--- config.mk ---
export PLATFORM = sky130hd
export DESIGN_NAME = percent_change_over_lag_top
export DESIGN_NICKNAME = d
export VERILOG_FILES = /design/src/pcol_pkg.sv /design/src/pcol_ctrl.sv /design/src/pcol_datapath.sv /design/src/percent_change_over_lag_top.sv
export VERILOG_INCLUDE_DIRS = /design/src /design/src/src
export SDC_FILE = /design/constraint.sdc
export NUM_CORES = 2
export LEC_CHECK = 0
export BUFFER_PORTS_ARGS = -buffer_cell sky130_fd_sc_hd__buf_2
export CORE_MARGIN = 2
export CORE_UTILIZATION = 30
export DETAILED_ROUTE_END_ITERATION = 16
export GPL_TIMING_DRIVEN = 0
export PLACE_DENSITY_LB_ADDON = 0.25
export SLEW_MARGIN = 15
export SYNTH_ARGS = -nofsm -noshare
export SYNTH_HDL_FRONTEND = slang
export SYNTH_SLANG_ARGS = --single-unit
--- constraint.sdc ---
create_clock -name clock -period 4.8 [get_ports clock]
set_input_delay 0.96 -clock clock [delete_from_list [all_inputs] [get_ports clock]]
set_output_delay 0.96 -clock clock [all_outputs]
set_load 0.01 [all_outputs]
--- src/percent_change_over_lag_top_assert.svh ---
// ============================================================================
// percent_change_over_lag_top_assert.svh
// assertion macros for the percent change block
// ============================================================================
`ifndef PERCENT_CHANGE_OVER_LAG_TOP_ASSERT_SVH
`define PERCENT_CHANGE_OVER_LAG_TOP_ASSERT_SVH

`ifndef ASSERT_OFF
`define PCOL_ASSERT(label, clk, rst, prop) \
   label: assert property (@(posedge clk) disable iff (rst) prop) \
      else $error("%m: assertion failed");
`define PCOL_ASSERT_NEVER(label, clk, rst, expr) \
   label: assert property (@(posedge clk) disable iff (rst) !(expr)) \
      else $error("%m: forbidden condition seen");
`else
`define PCOL_ASSERT(label, clk, rst, prop)
`define PCOL_ASSERT_NEVER(label, clk, rst, expr)
`endif

`endif

--- src/pcol_pkg.sv ---
// ============================================================================
// pcol_pkg
// shared types and constants of the percent change over lag block
// ============================================================================
package pcol_pkg;

   localparam int HISTORY_DEPTH_DEFAULT = 64;
   localparam int SAMPLE_WIDTH_DEFAULT  = 32;
   localparam int FRACTION_BITS_DEFAULT = 16;

   localparam int SAMPLE_FIELD_W = 32;
   localparam int RATIO_W        = 32;
   localparam int STATUS_W       = 3;
   localparam int LAG_W          = 6;

   localparam logic [LAG_W-1:0]   LAG_RESET = 6'd1;
   localparam logic [RATIO_W-1:0] RATIO_MAX = 32'h7FFF_FFFF;
   localparam logic [RATIO_W-1:0] RATIO_MIN = 32'h8000_0000;

   typedef enum logic [STATUS_W-1:0] {
      STATUS_VALID     = 3'd0,
      STATUS_WARMUP    = 3'd1,
      STATUS_MISSING   = 3'd2,
      STATUS_POS_INF   = 3'd3,
      STATUS_NEG_INF   = 3'd4,
      STATUS_ZERO_ZERO = 3'd5,
      STATUS_SATURATED = 3'd6
   } status_type;

   typedef enum logic [1:0] {
      ST_IDLE,
      ST_CLASSIFY,
      ST_DIVIDE,
      ST_RESULT
   } state_type;

   typedef struct packed {
      logic       accept;
      logic       div_load;
      logic       div_step;
      logic       load_out;
      logic       use_div;
      status_type code;
   } cmd_type;

   typedef struct packed {
      logic warm;
      logic missing;
      logic old_zero;
      logic cur_neg;
      logic cur_zero;
      logic div_last;
      logic out_busy;
   } sts_type;

endpackage

--- src/pcol_ctrl.sv ---
// ============================================================================
// pcol_ctrl
// controller state machine: sequences classify, divide and result load
// ============================================================================
module pcol_ctrl (
   input  logic               clock,
   input  logic               reset,
   input  logic               req_tvalid,
   output logic               req_tready,
   input  pcol_pkg::sts_type  sts,
   output pcol_pkg::cmd_type  cmd
);

   pcol_pkg::state_type  state_ff, state_in;
   pcol_pkg::status_type code_ff, code_in;
   logic                 div_ff, div_in;

   always_ff @(posedge clock) begin
      if (reset) begin
         state_ff <= pcol_pkg::ST_IDLE;
         code_ff  <= pcol_pkg::STATUS_VALID;
         div_ff   <= 1'b0;
      end else begin
         state_ff <= state_in;
         code_ff  <= code_in;
         div_ff   <= div_in;
      end
   end

   always_comb begin
      state_in     = state_ff;
      code_in      = code_ff;
      div_in       = div_ff;
      req_tready   = 1'b0;
      cmd          = '0;
      cmd.code     = code_ff;
      cmd.use_div  = div_ff;
      case (state_ff)
         pcol_pkg::ST_IDLE: begin
            req_tready = 1'b1;
            cmd.accept = req_tvalid;
            if (req_tvalid) begin
               state_in = pcol_pkg::ST_CLASSIFY;
            end
         end
         pcol_pkg::ST_CLASSIFY: begin
            div_in   = 1'b0;
            state_in = pcol_pkg::ST_RESULT;
            if (sts.warm) begin
               code_in = pcol_pkg::STATUS_WARMUP;
            end else if (sts.missing) begin
               code_in = pcol_pkg::STATUS_MISSING;
            end else if (sts.old_zero) begin
               if (sts.cur_zero) begin
                  code_in = pcol_pkg::STATUS_ZERO_ZERO;
               end else if (sts.cur_neg) begin
                  code_in = pcol_pkg::STATUS_NEG_INF;
               end else begin
                  code_in = pcol_pkg::STATUS_POS_INF;
               end
            end else begin
               div_in       = 1'b1;
               cmd.div_load = 1'b1;
               state_in     = pcol_pkg::ST_DIVIDE;
            end
         end
         pcol_pkg::ST_DIVIDE: begin
            cmd.div_step = 1'b1;
            if (sts.div_last) begin
               state_in = pcol_pkg::ST_RESULT;
            end
         end
         pcol_pkg::ST_RESULT: begin
            if (!sts.out_busy) begin
               cmd.load_out = 1'b1;
               state_in     = pcol_pkg::ST_IDLE;
            end
         end
         default: begin
            state_in = pcol_pkg::ST_IDLE;
         end
      endcase
   end

endmodule

--- src/pcol_datapath.sv ---
// ============================================================================
// pcol_datapath
// sample history, lag bookkeeping, serial divider and result register
// ============================================================================
module pcol_datapath #(
   parameter int HISTORY_DEPTH = pcol_pkg::HISTORY_DEPTH_DEFAULT,
   parameter int SAMPLE_WIDTH  = pcol_pkg::SAMPLE_WIDTH_DEFAULT,
   parameter int FRACTION_BITS = pcol_pkg::FRACTION_BITS_DEFAULT
) (
   input  logic                               clock,
   input  logic                               reset,
   input  logic [pcol_pkg::SAMPLE_FIELD_W-1:0] sample_value,
   input  logic                               sample_missing,
   input  logic                               csr_we,
   input  logic [pcol_pkg::LAG_W-1:0]         csr_wdata,
   input  pcol_pkg::cmd_type                  cmd,
   output pcol_pkg::sts_type                  sts,
   input  logic                               rsp_tready,
   output logic                               rsp_tvalid,
   output logic [pcol_pkg::RATIO_W-1:0]       change_ratio,
   output logic [pcol_pkg::STATUS_W-1:0]      result_status
);

   localparam int SW   = SAMPLE_WIDTH;
   localparam int AW   = (HISTORY_DEPTH > 2) ? $clog2(HISTORY_DEPTH) : 1;
   localparam int FCW  = $clog2(HISTORY_DEPTH + 1);
   localparam int DW   = SW + 1 + FRACTION_BITS;
   localparam int CW   = $clog2(DW);
   localparam int QXW  = (DW > 33) ? DW : 33;
   localparam int EXTW = (SW > pcol_pkg::SAMPLE_FIELD_W) ? SW : pcol_pkg::SAMPLE_FIELD_W;

   logic [SW:0]                      mem [HISTORY_DEPTH];
   logic [SW:0]                      rd_ff;
   logic [pcol_pkg::LAG_W-1:0]       lag_ff;
   logic [AW-1:0]                    wp_ff, wp_in;
   logic [FCW-1:0]                   fill_ff, fill_in;
   logic [SW-1:0]                    cur_ff;
   logic                             cur_miss_ff;
   logic                             warm_ff;
   logic [DW-1:0]                    dvd_ff, dvd_in;
   logic [SW-1:0]                    rem_ff, rem_in;
   logic [SW-1:0]                    den_ff;
   logic                             neg_ff;
   logic [CW-1:0]                    cnt_ff;
   logic                             out_valid_ff;
   logic [pcol_pkg::RATIO_W-1:0]     out_ratio_ff, out_ratio_in;
   pcol_pkg::status_type             out_status_ff, out_status_in;

   logic [EXTW-1:0]                  sample_ext;
   logic [SW-1:0]                    cur_in;
   logic [AW-1:0]                    eff_lag;
   logic [AW-1:0]                    old_pos;
   logic [SW-1:0]                    old_val;
   logic [SW:0]                      diff;
   logic [SW:0]                      num;
   logic [SW-1:0]                    den;
   logic [SW:0]                      trial;
   logic                             trial_ge;
   logic [QXW-1:0]                   q_ext;
   logic [pcol_pkg::RATIO_W-1:0]     q32;
   logic                             fits;

   // lag clamp and old sample address
   always_comb begin
      if (lag_ff == '0) begin
         eff_lag = AW'(1);
      end else if (32'(lag_ff) > 32'(HISTORY_DEPTH - 1)) begin
         eff_lag = AW'(HISTORY_DEPTH - 1);
      end else begin
         eff_lag = AW'(lag_ff);
      end
      if (wp_ff >= eff_lag) begin
         old_pos = wp_ff - eff_lag;
      end else begin
         old_pos = AW'((AW+1)'(wp_ff) + (AW+1)'(HISTORY_DEPTH) - (AW+1)'(eff_lag));
      end
      wp_in   = (wp_ff == AW'(HISTORY_DEPTH - 1)) ? '0 : wp_ff + AW'(1);
      fill_in = (fill_ff == FCW'(HISTORY_DEPTH)) ? fill_ff : fill_ff + FCW'(1);
   end

   assign sample_ext = EXTW'(sample_value);
   assign cur_in     = sample_ext[SW-1:0];

   always_ff @(posedge clock) begin
      if (cmd.accept) begin
         mem[wp_ff] <= {sample_missing, cur_in};
      end
      rd_ff <= mem[old_pos];
   end

   always_ff @(posedge clock) begin
      if (reset) begin
         lag_ff  <= pcol_pkg::LAG_RESET;
         wp_ff   <= '0;
         fill_ff <= '0;
      end else if (csr_we) begin
         lag_ff  <= csr_wdata;
         fill_ff <= '0;
      end else if (cmd.accept) begin
         wp_ff   <= wp_in;
         fill_ff <= fill_in;
      end
   end

   always_ff @(posedge clock) begin
      if (cmd.accept) begin
         cur_ff      <= cur_in;
         cur_miss_ff <= sample_missing;
         warm_ff     <= fill_ff < FCW'(eff_lag);
      end
   end

   // operand preparation
   assign old_val = rd_ff[SW-1:0];
   assign diff    = {cur_ff[SW-1], cur_ff} - {old_val[SW-1], old_val};
   assign num     = diff[SW] ? (~diff + (SW+1)'(1)) : diff;
   assign den     = old_val[SW-1] ? (~old_val + SW'(1)) : old_val;

   // restoring divide, one quotient bit per cycle
   assign trial    = {rem_ff, dvd_ff[DW-1]};
   assign trial_ge = trial >= {1'b0, den_ff};

   always_comb begin
      rem_in = trial_ge ? SW'(trial - {1'b0, den_ff}) : trial[SW-1:0];
      dvd_in = {dvd_ff[DW-2:0], trial_ge};
   end

   always_ff @(posedge clock) begin
      if (reset) begin
         cnt_ff <= '0;
      end else if (cmd.div_load) begin
         cnt_ff <= '0;
      end else if (cmd.div_step) begin
         cnt_ff <= cnt_ff + CW'(1);
      end
   end

   always_ff @(posedge clock) begin
      if (cmd.div_load) begin
         dvd_ff <= DW'(num) << FRACTION_BITS;
         rem_ff <= '0;
         den_ff <= den;
         neg_ff <= diff[SW] ^ old_val[SW-1];
      end else if (cmd.div_step) begin
         dvd_ff <= dvd_in;
         rem_ff <= rem_in;
      end
   end

   // result forming
   assign q_ext = QXW'(dvd_ff);
   assign q32   = q_ext[pcol_pkg::RATIO_W-1:0];
   assign fits  = neg_ff ? (q_ext <= QXW'(33'h0_8000_0000))
                         : (q_ext <= QXW'(33'h0_7FFF_FFFF));

   always_comb begin
      if (cmd.use_div) begin
         out_status_in = fits ? pcol_pkg::STATUS_VALID : pcol_pkg::STATUS_SATURATED;
      end else begin
         out_status_in = cmd.code;
      end
      case (out_status_in)
         pcol_pkg::STATUS_VALID: begin
            out_ratio_in = neg_ff ? (~q32 + pcol_pkg::RATIO_W'(1)) : q32;
         end
         pcol_pkg::STATUS_POS_INF: begin
            out_ratio_in = pcol_pkg::RATIO_MAX;
         end
         pcol_pkg::STATUS_NEG_INF: begin
            out_ratio_in = pcol_pkg::RATIO_MIN;
         end
         pcol_pkg::STATUS_SATURATED: begin
            out_ratio_in = neg_ff ? pcol_pkg::RATIO_MIN : pcol_pkg::RATIO_MAX;
         end
         default: begin
            out_ratio_in = '0;
         end
      endcase
   end

   always_ff @(posedge clock) begin
      if (reset) begin
         out_valid_ff <= 1'b0;
      end else if (cmd.load_out) begin
         out_valid_ff <= 1'b1;
      end else if (rsp_tready) begin
         out_valid_ff <= 1'b0;
      end
   end

   always_ff @(posedge clock) begin
      if (cmd.load_out) begin
         out_ratio_ff  <= out_ratio_in;
         out_status_ff <= out_status_in;
      end
   end

   assign rsp_tvalid    = out_valid_ff;
   assign change_ratio  = out_ratio_ff;
   assign result_status = out_status_ff;

   always_comb begin
      sts          = '0;
      sts.warm     = warm_ff;
      sts.missing  = cur_miss_ff | rd_ff[SW];
      sts.old_zero = (old_val == '0);
      sts.cur_neg  = cur_ff[SW-1];
      sts.cur_zero = (cur_ff == '0);
      sts.div_last = (cnt_ff == CW'(DW - 1));
      sts.out_busy = out_valid_ff & ~rsp_tready;
   end

endmodule

--- src/percent_change_over_lag_top.sv ---
// ============================================================================
// percent_change_over_lag_top
// relative change of a sample against the sample a set lag earlier, Q16.16
// ============================================================================
// sequence: accept, classify, then result load for special cases; when a
//   divide runs, restoring divider steps come before the result load
// flow: one transaction at a time; a new request is taken once the result
//   is loaded; the load waits while a pending result is not yet taken
// reset: synchronous, clears fill count, write position, lag to 1, no output
`include "percent_change_over_lag_top_assert.svh"

module percent_change_over_lag_top #(
   parameter int HISTORY_DEPTH = pcol_pkg::HISTORY_DEPTH_DEFAULT,
   parameter int SAMPLE_WIDTH  = pcol_pkg::SAMPLE_WIDTH_DEFAULT,
   parameter int FRACTION_BITS = pcol_pkg::FRACTION_BITS_DEFAULT
) (
   input  logic                                clock,
   input  logic                                reset,
   input  logic                                req_tvalid,
   output logic                                req_tready,
   input  logic [pcol_pkg::SAMPLE_FIELD_W-1:0] req_tdata,  // sample_value
   input  logic                                req_tuser,  // sample_missing
   output logic                                rsp_tvalid,
   input  logic                                rsp_tready,
   output logic [pcol_pkg::RATIO_W-1:0]        rsp_tdata,  // change_ratio
   output logic [pcol_pkg::STATUS_W-1:0]       rsp_tuser,  // result_status
   input  logic                                csr_we,
   input  logic [pcol_pkg::LAG_W-1:0]          csr_wdata   // lag_length
);

   pcol_pkg::cmd_type cmd;
   pcol_pkg::sts_type sts;
   logic              no_value_status;

   pcol_ctrl u_ctrl (
      .clock      (clock),
      .reset      (reset),
      .req_tvalid (req_tvalid),
      .req_tready (req_tready),
      .sts        (sts),
      .cmd        (cmd)
   );

   pcol_datapath #(
      .HISTORY_DEPTH (HISTORY_DEPTH),
      .SAMPLE_WIDTH  (SAMPLE_WIDTH),
      .FRACTION_BITS (FRACTION_BITS)
   ) u_datapath (
      .clock          (clock),
      .reset          (reset),
      .sample_value   (req_tdata),
      .sample_missing (req_tuser),
      .csr_we         (csr_we),
      .csr_wdata      (csr_wdata),
      .cmd            (cmd),
      .sts            (sts),
      .rsp_tready     (rsp_tready),
      .rsp_tvalid     (rsp_tvalid),
      .change_ratio   (rsp_tdata),
      .result_status  (rsp_tuser)
   );

   assign no_value_status = (rsp_tuser == pcol_pkg::STATUS_WARMUP) ||
                            (rsp_tuser == pcol_pkg::STATUS_MISSING) ||
                            (rsp_tuser == pcol_pkg::STATUS_ZERO_ZERO);

   // one transaction in flight at a time
   `PCOL_ASSERT(a_single_item, clock, reset, (req_tvalid && req_tready) |=> !req_tready)

   // a pending result is never overwritten
   `PCOL_ASSERT_NEVER(a_no_overwrite, clock, reset, cmd.load_out && rsp_tvalid && !rsp_tready)

   // warm-up, missing and zero-over-zero outcomes carry a zero ratio
   `PCOL_ASSERT(a_zero_ratio, clock, reset, (rsp_tvalid && no_value_status) |-> (rsp_tdata == '0))

endmodule
* After elaboration in Yosys (flattened, before gate mapping) *
Memory sizes are Yosys's and may differ from the RTL's. A register that Yosys moved wholly into a read port is not among the register bits.
Index checks and enable logic that the tools add are counted.

cells by class
  $add $sub $neg = 11
  magnitude comparators = 5
  eq/ne operators = 12
  multiplexer cells = 39
  bitwise operators = 9
  reduce and logical (&&, ||, !) cells = 14

operators by type and width
  operator               count
  $pmux 32 s4            1
  $mux 49                2
  $mux 32                3
  $add 32x1->32 const B  2
  $logic_not 32->1       2
  $not 32->32            2
  $le 49x31->1 const B   1
  $le 49x32->1 const B   1
  $add 33x1->33 const B  1
  $ge 33x32->1           1
  $mux 33                1
  $not 33->33            1
  $sub 32x32->33         1
  $sub 32x32->32         1
  $mux 31                1
  $mux 3                 7
  $add 6x1->6 const B    3
  $mux 6                 3
  $mux 1                 15
  $eq 6x6->1 const B     2
  $sub 6x6->6            2
  $mux 2                 5
  $pmux 2 s4             1
  $add 7x1->7 const B    1
  20 further kinds       30

storage, ports and cells
  register bits = 215
  RAM bits = 2112
  bits of input ports = 44
  output and inout port bits = 37
  logic and storage cells = 110
  memories kept = 1

memory list
  name            words  width  rd ports  clocked after Yosys merged registers in  wr ports  line                 source
  u_datapath.mem  64     33     1         1                                        1         pcol_datapath.sv:32  logic [SW:0] mem [HISTORY_DEPTH];

* Longest topological paths before layout *
  depth in word-level cells = 6
  gate-level depth with buffers = 15
  gate-level depth less buffers = 13

* Modules after synthesis *
From an unflattened synthesis, not the netlist that was laid out.

second synthesis, totals
  cell total of the unflattened synthesis = 4796
  area total of the unflattened synthesis = 95497.8 µm²

by module, submodules not included
  module         instances  cells each  area an instance (µm²)  seq. area each (µm²)
  pcol_datapath  1          4757        95123.7                 69616.8
  pcol_ctrl      1          39          374.1                   120.1

* Least setup slack after synthesis *
Ideal clock, no wire load.

  path kind = input to register
  start = input req_tvalid
  end = memory u_datapath.mem[45][0] (netlist name), enable pin
  setup time = 423 ps
  data arrival time = 3626 ps
  data required time = 4377 ps
  slack = 751 ps
  stages on the path = 5
  path buffers = 1
  path through = nand2_1 -> clkbuf_1 -> clkinv_1 -> nand4b_1 -> nor2_1

RTL lines
  what         line                               source
  from (decl)  percent_change_over_lag_top.sv:19  input logic req_tvalid,
  to (decl)    pcol_datapath.sv:32

* Final worst setup path *
  start = register u_datapath.lag_ff[5] (netlist name)
  end = register u_datapath.rd_ff[8] (read register of u_datapath.mem)

between the ends
  word-level cells in the longest chain between the ends = 4
  elaborated cells between the ends (all ways) = 6
  classes of those cells = add/sub (2); order compare (1); mux (2); reduce/logical (1)

RTL lines
  what                                 line                 source
  from (decl)                          pcol_datapath.sv:34  logic [pcol_pkg::LAG_W-1:0] lag_ff;
  from (signal assigned)               pcol_datapath.sv:93  lag_ff <= pcol_pkg::LAG_RESET;
  from (signal assigned)               pcol_datapath.sv:97  lag_ff <= csr_wdata;
  $logic_not 6->1                      pcol_datapath.sv:65  if (lag_ff == '0) begin
  $mux 6 *                             pcol_datapath.sv:65
  $sub 6x6->6 (tied with other cells)  pcol_datapath.sv:75  old_pos = AW'((AW+1)'(wp_ff) + (AW+1)'(HISTORY_DEPTH) - (AW+1)'(eff_lag));
  $mux 6 *                             pcol_datapath.sv:72  if (wp_ff >= eff_lag) begin
  to (decl)                            pcol_datapath.sv:33  logic [SW:0] rd_ff;

Every way passes the cells marked *; elsewhere a longest branch is shown, timed or not.
A chain may end at the register's enable or synchronous reset.

==> results summary <==
The worst setup path is captured at a flop. The most critical setup path has its startpoint at u_datapath.lag_ff[5]. The complex-gate fraction of the synthesized area came out at 0.0348.

Walking the worst path, the cells encountered are nor3_1, a31o_2, ha_1, clkbuf_1, clkbuf_2, clkdlybuf4s18_2, mux4_2, mux4_2, nor2b_1, a211oi_2, a21oi_1. The full die area came out at 324000 sq um. The clock net sink count came out at 2360.

The netlist uses 103 different library cells. Broken down by cell family, the worst path's largest delay share belongs to buffers and inverters. The longest clock path from root to sink contains 4 buffers. The total buffers and inverters traversed by the critical path came out at 3. In the global route stage, overall resource usage came out at 0.164. The via-per-instance ratio is 5.10. The net count after synthesis is 4962.

The xor-xnor portion of the synthesized cell area is 0.0141. The final critical delay including setup and external delays is 4.67 ns. The number of levels the H-tree was split into is 4. The iteration-0 DRC count of the detailed router is 4948.

For the worst setup path, the data required time is 5.46 ns. The cell sitting at the root of the clock tree is a clkbuf_16. The total power after layout is 61200 uW. The post-CTS setup-driven buffer insertion count came out at 0. The worst max-slew margin expressed relative to the limit came out at 0.136. The number of hold buffers added after CTS came out at 0.

A synthesized cell averages 19.9 sq um. The number of antenna violations at the first check in global routing came out at 14. Setup repair after global routing could not meet its margin everywhere. The depth of the most critical reg-to-reg path came out at 11. The flip-flop cell with the highest count after synthesis is edfxtp_1. The class of the most critical setup path is flop to flop.

Of the post-synthesis cell area, the part taken by muxes is 0.164. The share of synthesized cell area in full adder, half adder and majority cells is 0.0120. The filler-free cell count of the finished design came out at 9645. The total count of max-transition violations in the final report came out at 0. The first global-routing pass estimated 379000 um of wire. The sequential fraction of the synthesis area came out at 0.727. The critical path ends at u_datapath.rd_ff[8]. The pre-antenna-repair detailed-routing pass consisted of 7 iterations. In this run the critical register-to-register path is launched from u_datapath.lag_ff[5]. The setup check on the worst reg-to-reg path leaves a slack of 0.13 ns. The final cycle utilization of the critical path came out at 0.974.

The capturing point of the worst reg2reg path is u_datapath.rd_ff[8]. Entering global routing, the biggest net connects 66 pins. The synthesized netlist cell count came out at 4828. The proportion of synthesized flip-flops having asynchronous set or reset came out at 0.

The static leakage came out at 0.0355 uW. Synthesis inferred 2360 register bits. The flow ran to the end, and the final reports show no timing, DRC or antenna violations. After detailed routing, the total wire length is 269000 um. The worst setup path is launched from a flop. The largest incremental delay on the critical path came out at 0.69 ns.

The slowest stage of the critical path is the a211oi_2 cell. By area, the combinational part of the netlist is dominated by multiplexers. The maximum fanout along the worst path came out at 10. The highest achievable clock rate came out at 214 MHz. TritonCTS built the clock tree. The half-perimeter wire length after detailed placement is 183000 um. The summed instance area of the synthesized netlist came out at 95900 sq um. Among the stages of the critical path, the cell type that occurs most often is mux4_2. Routability-driven placement finished with a final weighted congestion of 0.856. The standard-cell row count came out at 207.

The total number of nets in the final design is 5387. The number of global-route vias before repair is 49768. The summed area of non-filler cells in the final layout came out at 113000 sq um. The total number of yosys warnings came out at 0. The core box area is 318000 sq um. The worst setup skew after layout is 0.120 ns. For this configuration, the core starts out at a cell density of 0.302. The power per standard cell area came out at 542 nW/um^2.

The count of buffers from port buffering came out at 79. For this design the top-level I/O count stands at 81. The final routed DRC violation total is 0. In the final routed layout, each cell accounts on average for 27.9 um. Of the cells placed in the final design, the portion with a size suffix greater than 1 is 0.274. Once detail routing completed, the nets flagged for antenna violations numbered 0. The setup TNS is 0 ns.

Once placement finished, the instance area stood at 104000 sq um. The final setup violation count came out at 0. The die boundary height is 569 um. The simple-gate area share of the yosys netlist is 0.0331.

The number of instances in the placed design came out at 9183. The insertion delay to the later sink of the worst-skew pair is 0.93 ns. The CTS buffer count is 249.

The horizontal die dimension came out at 569 um. The slew at the pin closest to its max-slew limit is 1.30 ns. The final hold violation count is 0. The layout-stage area growth over the synthesis result came out at 17.8%. The via count of the routed design came out at 49209.

After global routing the overflow that remains totals 0. The logic depth of the worst path, buffers included came out at 11. STA puts the critical path data arrival time at 5.33 ns.

The maximum VDD drop came out at 0.355 mV. The tightest min-delay check is of the primary input to flop type. The clock transition at the registers of the reported paths came out at 0.06 ns.

The number of max-cap violations came out at 0. Counting flops with a built-in enable in the synthesized netlist gives 2247.
## registers in the layout (all words and copies together) (netlist names), 7 cells and up
signal                   cells
u_datapath.change_ratio     32
u_datapath.rem_ff           32
u_datapath.rd_ff            33
u_datapath.dvd_ff           49
u_datapath.cur_ff           32
u_datapath.fill_ff           7
u_datapath.den_ff           32
u_datapath.mem            2112
## cell usage in the layout (no fill, tap or decap), types with 30 or more instances in the layout
cell type | netlist | routed
edfxtp_1 | 2247 | 2247
mux4_2 | 660 | 660
clkbuf_16 | 0 | 251
clkbuf_1 | 166 | 147
o21ai_0 | 131 | 131
a21oi_1 | 127 | 127
nor2_1 | 178 | 114
dfxtp_1 | 113 | 113
inv_1 | 104 | 104
nand2_1 | 103 | 103
buf_2 | 29 | 91
ha_1 | 87 | 87
xnor2_1 | 79 | 77
xor2_1 | 74 | 73
mux2i_1 | 85 | 66
clkinv_1 | 1 | 66
nor2_4 | 0 | 64
nand3_1 | 61 | 61
buf_12 | 0 | 54
nor2b_1 | 48 | 47
buf_4 | 3 | 47
clkbuf_2 | 1 | 44
clkinv_2 | 0 | 41
buf_16 | 0 | 40
nand4_1 | 33 | 33
nor3_1 | 30 | 30
## cells in the mapped netlist, types with 18 or more instances
cell type / count / area, sq um
a211oi_1: 51 / 383
a21o_1: 28 / 210
a21oi_1: 127 / 636
buf_1: 55 / 206
buf_2: 29 / 145
clkbuf_1: 166 / 623
dfxtp_1: 113 / 2260
edfxtp_1: 2247 / 67500
ha_1: 87 / 1090
inv_1: 104 / 390
mux2i_1: 85 / 851
mux4_2: 660 / 14900
nand2_1: 103 / 387
nand3_1: 61 / 305
nand4_1: 33 / 206
nor2_1: 178 / 668
nor2b_1: 48 / 300
nor3_1: 30 / 150
nor4_1: 26 / 163
o21ai_0: 131 / 656
o21ai_1: 18 / 90.1
o31ai_1: 28 / 210
xnor2_1: 79 / 692
xor2_1: 74 / 648
## routing by layer
metal	wire length [um]	global-route usage
met4	8000	0.0441
met1	118000	0.228
met2	127000	0.264
met3	15700	0.0278
met5	40	0
## worst register-to-register path, cell delays in order, from the launching register on
cell and delay [ns]:
dfxtp_1 0.42, nor3_1 0.09, a31o_2 0.26, ha_1 0.30, clkbuf_1 0.30, clkbuf_2 0.33, clkdlybuf4s18_2 0.56, mux4_2 0.60
mux4_2 0.49, nor2b_1 0.25, a211oi_2 0.69, a21oi_1 0.14
## worst min-delay path by stage
stage          cells past startpoint  slack, ns               endpoint         startpoint
2_1_floorplan                      2       0.45      u_ctrl.code_ff[0]  u_ctrl.code_ff[0]
3_3_place_gp                       2       0.47      u_ctrl.code_ff[0]  u_ctrl.code_ff[0]
3_5_place_dp                       2       0.49      u_ctrl.code_ff[1]  u_ctrl.code_ff[1]
4_1_cts                            2       0.33   u_datapath.lag_ff[0]       csr_wdata[0]
5_1_grt                            1       0.36  u_datapath.mem[58][6]       req_tdata[6]
6_report                           2       0.40   u_datapath.lag_ff[0]       csr_wdata[0]
## cell type report
| cell class | count | area, sq um |
|---|---|---|
| multi-input cells | 2108 | 25600 |
| repair buffers | 175 | 2680 |
| clock inverters | 150 | 1340 |
| fillers | 29512 | 205000 |
| inverters | 106 | 399 |
| flip-flops and latches | 2360 | 69700 |
| clock buffers | 308 | 6540 |
| well taps | 4180 | 5230 |
| plain buffers | 253 | 1400 |
| diodes | 5 | 12.5 |
## through the flow
stage | hold slack (ns) | setup WS [ns] | utilization
final | 0.396 | 0.126 | 0.355
after global routing | 0.364 | -0.00678 | 0.355
after CTS | 0.333 | 0.0000528 | 0.355
after detailed placement | 0.492 | -1.91 | 0.328
after global placement | 0.471 | -2.57 | 0.319
after floorplan | 0.447 | 0.751 | -
## logic make-up (layout without fill, tap and decap cells)
group / after synthesis / after routing
mux: 748 / 748
xor+xnor: 154 / 154
fa+ha+maj: 90 / 90
buf+inv: 360 / 992
simple gates: 605 / 605
other cells: 0 / 5
flops: 2360 / 2360
compound gates: 511 / 511
## timing repair
action,CTS,global route
pin swaps,1,0
resized for setup,263,47
endpoints found under the setup margin,33,25
## report_power, final
part | switching (uW) | internal [uW]
Combinational | 11000 | 7260
Sequential | 647 | 23400
Clock | 7970 | 10800
Total | 19600 | 41500
No activity file was read; power rests on OpenSTA's default activity.
